--- src/rtl/core/koc_pkg.sv ---
// Shared types and constants for the key occurrence counter.
// No dependencies; every other file of the block imports this package.
package koc_pkg;

	localparam int TABLE_DEPTH = 64;
	localparam int KEY_W       = 32;
	localparam int CNT_W       = 31;
	localparam int IDX_W       = (TABLE_DEPTH > 1) ? $clog2(TABLE_DEPTH) : 1;
	localparam int TOT_W       = $clog2(TABLE_DEPTH + 1);

	// saturation ceiling of a count
	localparam logic [CNT_W-1:0] CNT_MAX = {CNT_W{1'b1}};

	typedef enum logic [1:0] {
		CMD_COUNT = 2'd0,
		CMD_MERGE = 2'd1,
		CMD_FLUSH = 2'd2
	} cmd_t;

	typedef enum logic [1:0] {
		STAT_OK    = 2'd0,
		STAT_FULL  = 2'd1,
		STAT_SAT   = 2'd2,
		STAT_EMPTY = 2'd3
	} status_t;

	typedef enum logic [2:0] {
		S_IDLE,
		S_SCAN_RD,
		S_SCAN_CMP,
		S_INSERT,
		S_FLUSH_RD,
		S_FLUSH_EMIT,
		S_OUT
	} state_t;

	// write request to the key/count table
	typedef struct packed {
		logic                    key_we;
		logic                    cnt_we;
		logic [IDX_W-1:0]        addr;
		logic signed [KEY_W-1:0] key;
		logic [CNT_W-1:0]        count;
	} tbl_wr_t;

endpackage

--- src/rtl/core/koc_req_if.sv ---
// Request channel of the key occurrence counter: command, key and amount.
// Depends on koc_pkg.
interface koc_req_if import koc_pkg::*; ();
	logic                    valid;
	logic                    ready;
	logic [1:0]              command;
	logic signed [KEY_W-1:0] key;
	logic [CNT_W-1:0]        amount;

	modport source (output valid, command, key, amount, input ready);
	modport sink   (input valid, command, key, amount, output ready);
endinterface

--- src/rtl/core/koc_rsp_if.sv ---
// Result channel of the key occurrence counter: status, key, count, last.
// Depends on koc_pkg.
interface koc_rsp_if import koc_pkg::*; ();
	logic                    valid;
	logic                    ready;
	logic [1:0]              status;
	logic signed [KEY_W-1:0] out_key;
	logic [CNT_W-1:0]        out_count;
	logic                    last;

	modport source (output valid, status, out_key, out_count, last, input ready);
	modport sink   (input valid, status, out_key, out_count, last, output ready);
endinterface

--- src/rtl/core/koc_table.sv ---
// Key and count storage: one write port, one read port with registered data.
// Depends on koc_pkg.
module koc_table import koc_pkg::*; (
	input  logic                    clk,
	input  tbl_wr_t                 wr,
	input  logic [IDX_W-1:0]        rd_addr,
	output logic signed [KEY_W-1:0] rd_key,
	output logic [CNT_W-1:0]        rd_count
);

	logic signed [KEY_W-1:0] key_mem [TABLE_DEPTH];
	logic [CNT_W-1:0]        cnt_mem [TABLE_DEPTH];

	// write port
	always_ff @(posedge clk) begin
		if (wr.key_we) begin
			key_mem[wr.addr] <= wr.key;
		end
		if (wr.cnt_we) begin
			cnt_mem[wr.addr] <= wr.count;
		end
	end

	// read port, data registered: it appears in the cycle after the address
	always_ff @(posedge clk) begin
		rd_key   <= key_mem[rd_addr];
		rd_count <= cnt_mem[rd_addr];
	end

endmodule

--- src/rtl/core/key_occurrence_counter.sv ---
// Key occurrence counter: top level with the lookup sequencer and result register.
// Depends on koc_pkg, koc_req_if, koc_rsp_if and koc_table.
//
// Keeps up to TABLE_DEPTH distinct keys with saturating counts in one table
// memory that has a single read port with registered data. A count or merge
// beat scans the stored entries in insertion order, each entry examined in
// two steps (address, then compare and add in one shared adder); a miss
// inserts the key after the last entry unless the table is full. A flush beat
// emits the stored entries in insertion order, then empties the table. One
// beat is worked on at a time; req.ready is high only while the block is
// idle. The result register holds each result until it is taken.
module key_occurrence_counter import koc_pkg::*; (
	input logic  clk,
	input logic  arst_n,
	koc_req_if.sink   req,
	koc_rsp_if.source rsp
);

	state_t                  state_q, state_d;
	logic [IDX_W-1:0]        idx_q, idx_d;
	logic [TOT_W-1:0]        total_q, total_d;
	cmd_t                    cmd_q;
	logic signed [KEY_W-1:0] key_q;
	logic [CNT_W-1:0]        add_q;

	logic                    out_load;
	logic [1:0]              status_d;
	logic signed [KEY_W-1:0] out_key_d;
	logic [CNT_W-1:0]        out_count_d;
	logic                    last_d;
	logic [1:0]              status_q;
	logic signed [KEY_W-1:0] out_key_q;
	logic [CNT_W-1:0]        out_count_q;
	logic                    last_q;

	tbl_wr_t                 wr;
	logic signed [KEY_W-1:0] rd_key;
	logic [CNT_W-1:0]        rd_count;
	logic [CNT_W:0]          sum;
	logic                    at_end;
	logic                    req_fire;

	koc_table u_table (
		.clk      (clk),
		.wr       (wr),
		.rd_addr  (idx_q),
		.rd_key   (rd_key),
		.rd_count (rd_count)
	);

	assign req_fire = req.valid && req.ready;
	// shared adder for count updates
	assign sum      = {1'b0, rd_count} + {1'b0, add_q};
	// current entry is the last one in use
	assign at_end   = ({1'b0, idx_q} + TOT_W'(1)) == total_q;

	assign rsp.valid     = (state_q == S_OUT);
	assign rsp.status    = status_q;
	assign rsp.out_key   = out_key_q;
	assign rsp.out_count = out_count_q;
	assign rsp.last      = last_q;

	// sequencer: next state, table access and result load
	always_comb begin
		state_d     = state_q;
		idx_d       = idx_q;
		total_d     = total_q;
		req.ready   = 1'b0;
		wr          = '0;
		out_load    = 1'b0;
		status_d    = STAT_OK;
		out_key_d   = key_q;
		out_count_d = '0;
		last_d      = 1'b1;
		case (state_q)
			S_IDLE: begin
				req.ready = 1'b1;
				idx_d     = '0;
				if (req_fire) begin
					case (req.command)
						CMD_COUNT, CMD_MERGE: begin
							state_d = (total_q == '0) ? S_INSERT : S_SCAN_RD;
						end
						CMD_FLUSH: begin
							if (total_q == '0) begin
								out_load  = 1'b1;
								status_d  = STAT_EMPTY;
								out_key_d = '0;
								state_d   = S_OUT;
							end else begin
								state_d = S_FLUSH_RD;
							end
						end
						default: state_d = S_IDLE;
					endcase
				end
			end
			S_SCAN_RD: state_d = S_SCAN_CMP;
			S_SCAN_CMP: begin
				if (rd_key == key_q) begin
					wr.cnt_we   = 1'b1;
					wr.addr     = idx_q;
					out_load    = 1'b1;
					if (sum[CNT_W]) begin
						out_count_d = CNT_MAX;
						status_d    = STAT_SAT;
					end else begin
						out_count_d = sum[CNT_W-1:0];
					end
					wr.count = out_count_d;
					state_d  = S_OUT;
				end else if (at_end) begin
					state_d = S_INSERT;
				end else begin
					idx_d   = idx_q + IDX_W'(1);
					state_d = S_SCAN_RD;
				end
			end
			S_INSERT: begin
				out_load = 1'b1;
				state_d  = S_OUT;
				if (total_q == TOT_W'(TABLE_DEPTH)) begin
					status_d = STAT_FULL;
				end else begin
					wr.key_we   = 1'b1;
					wr.cnt_we   = 1'b1;
					wr.addr     = total_q[IDX_W-1:0];
					wr.key      = key_q;
					wr.count    = add_q;
					out_count_d = add_q;
					total_d     = total_q + TOT_W'(1);
				end
			end
			S_FLUSH_RD: state_d = S_FLUSH_EMIT;
			S_FLUSH_EMIT: begin
				out_load    = 1'b1;
				out_key_d   = rd_key;
				out_count_d = rd_count;
				last_d      = at_end;
				if (at_end) begin
					total_d = '0;
				end
				state_d = S_OUT;
			end
			S_OUT: begin
				if (rsp.ready) begin
					if (cmd_q == CMD_FLUSH && !last_q) begin
						idx_d   = idx_q + IDX_W'(1);
						state_d = S_FLUSH_RD;
					end else begin
						state_d = S_IDLE;
					end
				end
			end
			default: state_d = S_IDLE;
		endcase
	end

	// control state
	always_ff @(posedge clk or negedge arst_n) begin
		if (!arst_n) begin
			state_q <= S_IDLE;
			idx_q   <= '0;
			total_q <= '0;
		end else begin
			state_q <= state_d;
			idx_q   <= idx_d;
			total_q <= total_d;
		end
	end

	// latched request beat
	always_ff @(posedge clk) begin
		if (req_fire) begin
			cmd_q <= cmd_t'(req.command);
			key_q <= req.key;
			add_q <= (req.command == CMD_COUNT) ? CNT_W'(1) : req.amount;
		end
	end

	// result register
	always_ff @(posedge clk) begin
		if (out_load) begin
			status_q    <= status_d;
			out_key_q   <= out_key_d;
			out_count_q <= out_count_d;
			last_q      <= last_d;
		end
	end

endmodule

--- src/flat_wrapper.sv ---
// flat-port wrapper written by rule: the top's interface ports become plain ports
module key_occurrence_counter_flat import koc_pkg::*;
  (clk, arst_n, req_valid, req_command, req_key, req_amount, req_ready, rsp_valid, rsp_status, rsp_out_key, rsp_out_count, rsp_last, rsp_ready);
  koc_req_if req_i ();
  koc_rsp_if rsp_i ();
  input logic clk;
  input logic arst_n;
  input wire logic [$bits(req_i.valid)-1:0] req_valid;
  input wire logic [$bits(req_i.command)-1:0] req_command;
  input wire logic [$bits(req_i.key)-1:0] req_key;
  input wire logic [$bits(req_i.amount)-1:0] req_amount;
  output wire logic [$bits(req_i.ready)-1:0] req_ready;
  output wire logic [$bits(rsp_i.valid)-1:0] rsp_valid;
  output wire logic [$bits(rsp_i.status)-1:0] rsp_status;
  output wire logic [$bits(rsp_i.out_key)-1:0] rsp_out_key;
  output wire logic [$bits(rsp_i.out_count)-1:0] rsp_out_count;
  output wire logic [$bits(rsp_i.last)-1:0] rsp_last;
  input wire logic [$bits(rsp_i.ready)-1:0] rsp_ready;
  assign req_i.valid = req_valid;
  assign req_i.command = req_command;
  assign req_i.key = req_key;
  assign req_i.amount = req_amount;
  assign req_ready = req_i.ready;
  assign rsp_valid = rsp_i.valid;
  assign rsp_status = rsp_i.status;
  assign rsp_out_key = rsp_i.out_key;
  assign rsp_out_count = rsp_i.out_count;
  assign rsp_last = rsp_i.last;
  assign rsp_i.ready = rsp_ready;
  key_occurrence_counter u_core (.clk(clk), .arst_n(arst_n), .req(req_i), .rsp(rsp_i));
endmodule
--- config.mk ---
export PLATFORM = sky130hd
export DESIGN_NAME = key_occurrence_counter_flat
export DESIGN_NICKNAME = d
export VERILOG_FILES = /design/src/rtl/core/koc_pkg.sv /design/src/rtl/core/koc_req_if.sv /design/src/rtl/core/koc_rsp_if.sv /design/src/rtl/core/koc_table.sv /design/src/rtl/core/key_occurrence_counter.sv /design/src/flat_wrapper.sv
export SDC_FILE = /design/constraint.sdc
export NUM_CORES = 2
export LEC_CHECK = 0
export BUFFER_PORTS_ARGS = -buffer_cell sky130_fd_sc_hd__buf_4
export CORE_MARGIN = 2
export CORE_UTILIZATION = 55
export DETAILED_ROUTE_END_ITERATION = 7
export PLACE_DENSITY = 0.69
export SYNTH_ARGS = -nofsm -noshare
export SYNTH_HDL_FRONTEND = slang
export SYNTH_HIERARCHICAL = 1
export SYNTH_SLANG_ARGS = --single-unit
--- constraint.sdc ---
create_clock -name clk -period 14.3 [get_ports clk]
set_input_delay 4.29 -clock clk [delete_from_list [all_inputs] [get_ports clk]]
set_output_delay 4.29 -clock clk [all_outputs]
set_load 0.005 [all_outputs]
==> impl_metrics.csv <==
group,metric,value,unit
outcome,status,"completed",
sta,min_period,6.63,ns
yosys,synth_seq_cells,4242,
cells_and_area,fin_cells,12200,
yosys,netlist_top_cells_area,"edfxtp_1 (76%), mux4_2 (14%), mux2i_1 (0.85%), dfxtp_1 (0.77%), nand2_1 (0.71%)",
yosys,muxShareOfSynthArea,0.147,
floorplan,io-pin-count,137,
yosys,async_reset_ff_frac,0.00377,
yosys,synth-main-ff-cell,"edfxtp_1",
cts,clock-sinks,4242,
yosys,synth_compound_area_frac,0.0266,
floorplan,die_h,549,µm
global_routing,gr-total-overflow,0,
route,wl_met3,43.1,mm
cts,cts_tree,"built",
yosys,synth_xor_area_frac,0.00338,
route,routed-wl-met2,190,mm
critical_path,worstPathMaxFanout,36,
sta,finalMaxSlewViolations,0,
yosys,syn-instance-count,7640,
critical_path,regToRegSetupSlack,7.67,ns
cells_and_area,nFillCells,20000,
critical_path,reg2reg_depth,9,
route,drt-initial-drc-count,11400,
route,dr.max_layer_used,"met5",
yosys,synth_top_family_by_area,"multiplexers",
route,wl_met1,159,mm
critical_path,reg2reg_from,"u_core/key_q[15]",
cts,htree_levels,5,
cells_and_area,syn2layout_area_growth,12.1,%
sta,period_share,0.464,
cts,cts.hold.buffers_added,0,
yosys,synth_edf_count,4163,
route,avgViaCountPerCell,6.62,
cells_and_area,drive_above_1_share,0.266,
floorplan,chipWidth,549,µm
yosys,synth_area_leader_cell,"edfxtp_1",
sta,worst_slew_pin_slew,1.43,ns
critical_path,crit_type,"reg -> reg",
yosys,syn_area,163000,µm²
global_routing,grt_max_degree,120,
job,cap_violations,0,
cts,clockBufferDepth,4,
route,drt_first_pass_iters,6,
global_routing,grt_pass1_vias,79800,
critical_path,r2r_end,"u_core/u_table/cnt_mem[43][26]",
yosys,synth_warnings,6,
yosys,synth_simple_gate_area_frac,0.0312,
sta,rsz0062_at_grt,"false",
sta,slew_headroom,0.0498,
floorplan,die_area,302000,µm²
critical_path,worstSetupStartpointType,"flip-flop",
placed_design,place_inst,11500,
critical_path,crit_required,14.83,ns
sta,skew,0.0620,ns
sta,setup_violations,0,
route,avgRoutedWirePerCell,33.5,µm
route,vias,80900,
global_routing,grt_pass1_wl,584,mm
cts,clk_pin_slew_worst_paths,0.06,ns
pwr,leakage,56.9,nW
route,drt-total-wl,409,mm
critical_path,worstSetupEndpointType,"flip-flop",
cts,cts_buffers,415,
placed_design,gp_congestion,0.909,
cts,ctsRootBufferMaster,"clkbuf_16",
global_routing,antenna_found_initial,16,
cts,cts_setup_buffers,0,
yosys,post_synth.cell_area_avg,21.4,µm²
global_routing,grtUsageTotal,0.271,
floorplan,core-area,296000,µm²
placed_design,dp_hpwl,233,mm
sta,hold_viol,0,
placed_design,port_buffers,136,
pwr,power_density,174,nW/µm²
yosys,syn-num-nets,7744,
yosys,yosysSeqAreaShare,0.775,
min_path,holdPathStages,2,
route,drc,0,
sta,tns,0,ns
cells_and_area,num-nets-final,8044,
pwr,peakVddDrop,0.129,mV
route,ant_nets,0,
floorplan,start_util,0.552,
yosys,synth_fa_ha_area_frac,0.00273,
critical_path,arrival,7.16,ns
yosys,synth.top_cell.area_share,0.765,
critical_path,cp-startpoint,"u_core/key_q[15]",
floorplan,rows,200,
critical_path,endpoint,"u_core/u_table/cnt_mem[43][26]",
sta,max_freq,151,MHz
min_path,hp-class,"reg -> reg",
yosys,synth_cell_types,80,
cts,clk_latency,0.94,ns
cts,cts_resized,0,
[flip-flops by register name, summed over array words and instances (netlist names)]
name	count
u_core/rsp.status	2
u_core/rsp.out_count	31
u_core/u_table/cnt_mem	1984
u_core/u_table/key_mem	2048
u_core/total_q	7
u_core/key_q	32
u_core/rsp.out_key	32
u_core/idx_q	6
u_core/add_q	31
u_core/rsp.last	1
u_core/u_table/rd_count	31
u_core/state_q	3
u_core/u_table/rd_key	32
u_core/cmd_q	2
[layer usage]
layer  up-vias  GRT usage
met2      4634      0.410
met3       692     0.0526
met1     42900      0.398
li1      32700          -
met5         -          0
met4         4      0.101
[logic make-up after synthesis]
group                      count (synthesis)
xor gates and xnor gates                  63
muxes                                   1148
adders and majority gates                 35
buffers and inverters                    489
DFF                                     4242
and+or+nand+nor                         1053
AOI/OAI and AO/OA                        610
[worst min path at each step]
stage	to	slack, ns	start
2_1_floorplan	u_core/rsp.out_count[30]	0.51	u_core/u_table/rd_count[30]
3_3_place_gp	u_core/rsp.out_key[19]	0.53	u_core/u_table/rd_key[19]
3_5_place_dp	u_core/rsp.out_key[31]	0.55	u_core/u_table/rd_key[31]
4_1_cts	u_core/rsp.out_key[13]	0.55	u_core/u_table/rd_key[13]
5_1_grt	u_core/rsp.out_key[3]	0.58	u_core/u_table/rd_key[3]
6_report	u_core/rsp.out_key[13]	0.55	u_core/u_table/rd_key[13]
[power breakdown]
part / leakage [nW] / switching (mW) / internal, mW / total [mW]
sequential: 39.1 / 0.291 / 14.6 / 14.9
combinational: 11.3 / 3.90 / 2.52 / 6.42
clock: 6.47 / 4.55 / 6.08 / 10.6
[critical path, stage by stage (launching register included)]
cell      delay [ns]
edfxtp_1        0.44
xnor2_1         0.29
nand4_1         0.16
nor4_2          1.00
and3_2          1.02
a22o_1          0.55
nand3b_1        0.85
inv_1           0.23
nand2_1         0.50
nor2_4          1.13
[per-stage QoR]
step / hold WS, ns / area, µm² / utilization / worst slack (ns) / total power, mW
6_report: 0.551 / 183000 / 0.619 / 7.67 / 31.9
5_1_grt: 0.578 / 183000 / 0.619 / 7.43 / 32.9
4_1_cts: 0.549 / 183000 / 0.619 / 7.65 / 32.0
3_5_place_dp: 0.552 / 170000 / 0.574 / 7.35 / 21.5
3_3_place_gp: 0.533 / 170000 / 0.574 / 7.37 / 21.4
2_1_floorplan: 0.506 / 163000 / - / 7.62 / 19.3
[cell type report]
cell class                 count  area [µm²]  area share
antenna                        8        20.0    0.000109
sequential                  4242      127000       0.691
clock inverter               256        2240      0.0122
clock buffer                 500       10900      0.0597
multi-input combinational   2909       35800       0.195
timing repair buffer         328        2550      0.0139
inverter                      44         165    0.000901
tap                         3939        4930      0.0269
[placed cells by master, fill, tap and decap left out, types with 102 or more instances in the layout]
cell / n
a22oi_1: 126
edfxtp_1: 4163
clkbuf_16: 422
mux4_2: 1008
nand4_1: 102
nand3_1: 190
buf_4: 321
nand2_1: 302
nor2_4: 132
o21ai_0: 103
mux2i_1: 138
[synthesized netlist by cell type, types with 34 or more instances]
library cell,instances
a21o_1,34
a21oi_1,41
a22oi_1,126
and3_1,59
buf_1,57
buf_2,140
clkbuf_1,207
dfxtp_1,63
edfxtp_1,4163
ha_1,34
inv_1,42
mux2i_1,138
mux4_2,1008
nand2_1,310
nand3_1,191
nand4_1,102
nor2_1,211
nor2b_1,57
o21ai_0,106
o221ai_1,37
o22ai_1,82
or3_1,35
xnor2_1,51
No activity file was read; power rests on OpenSTA's default activity.
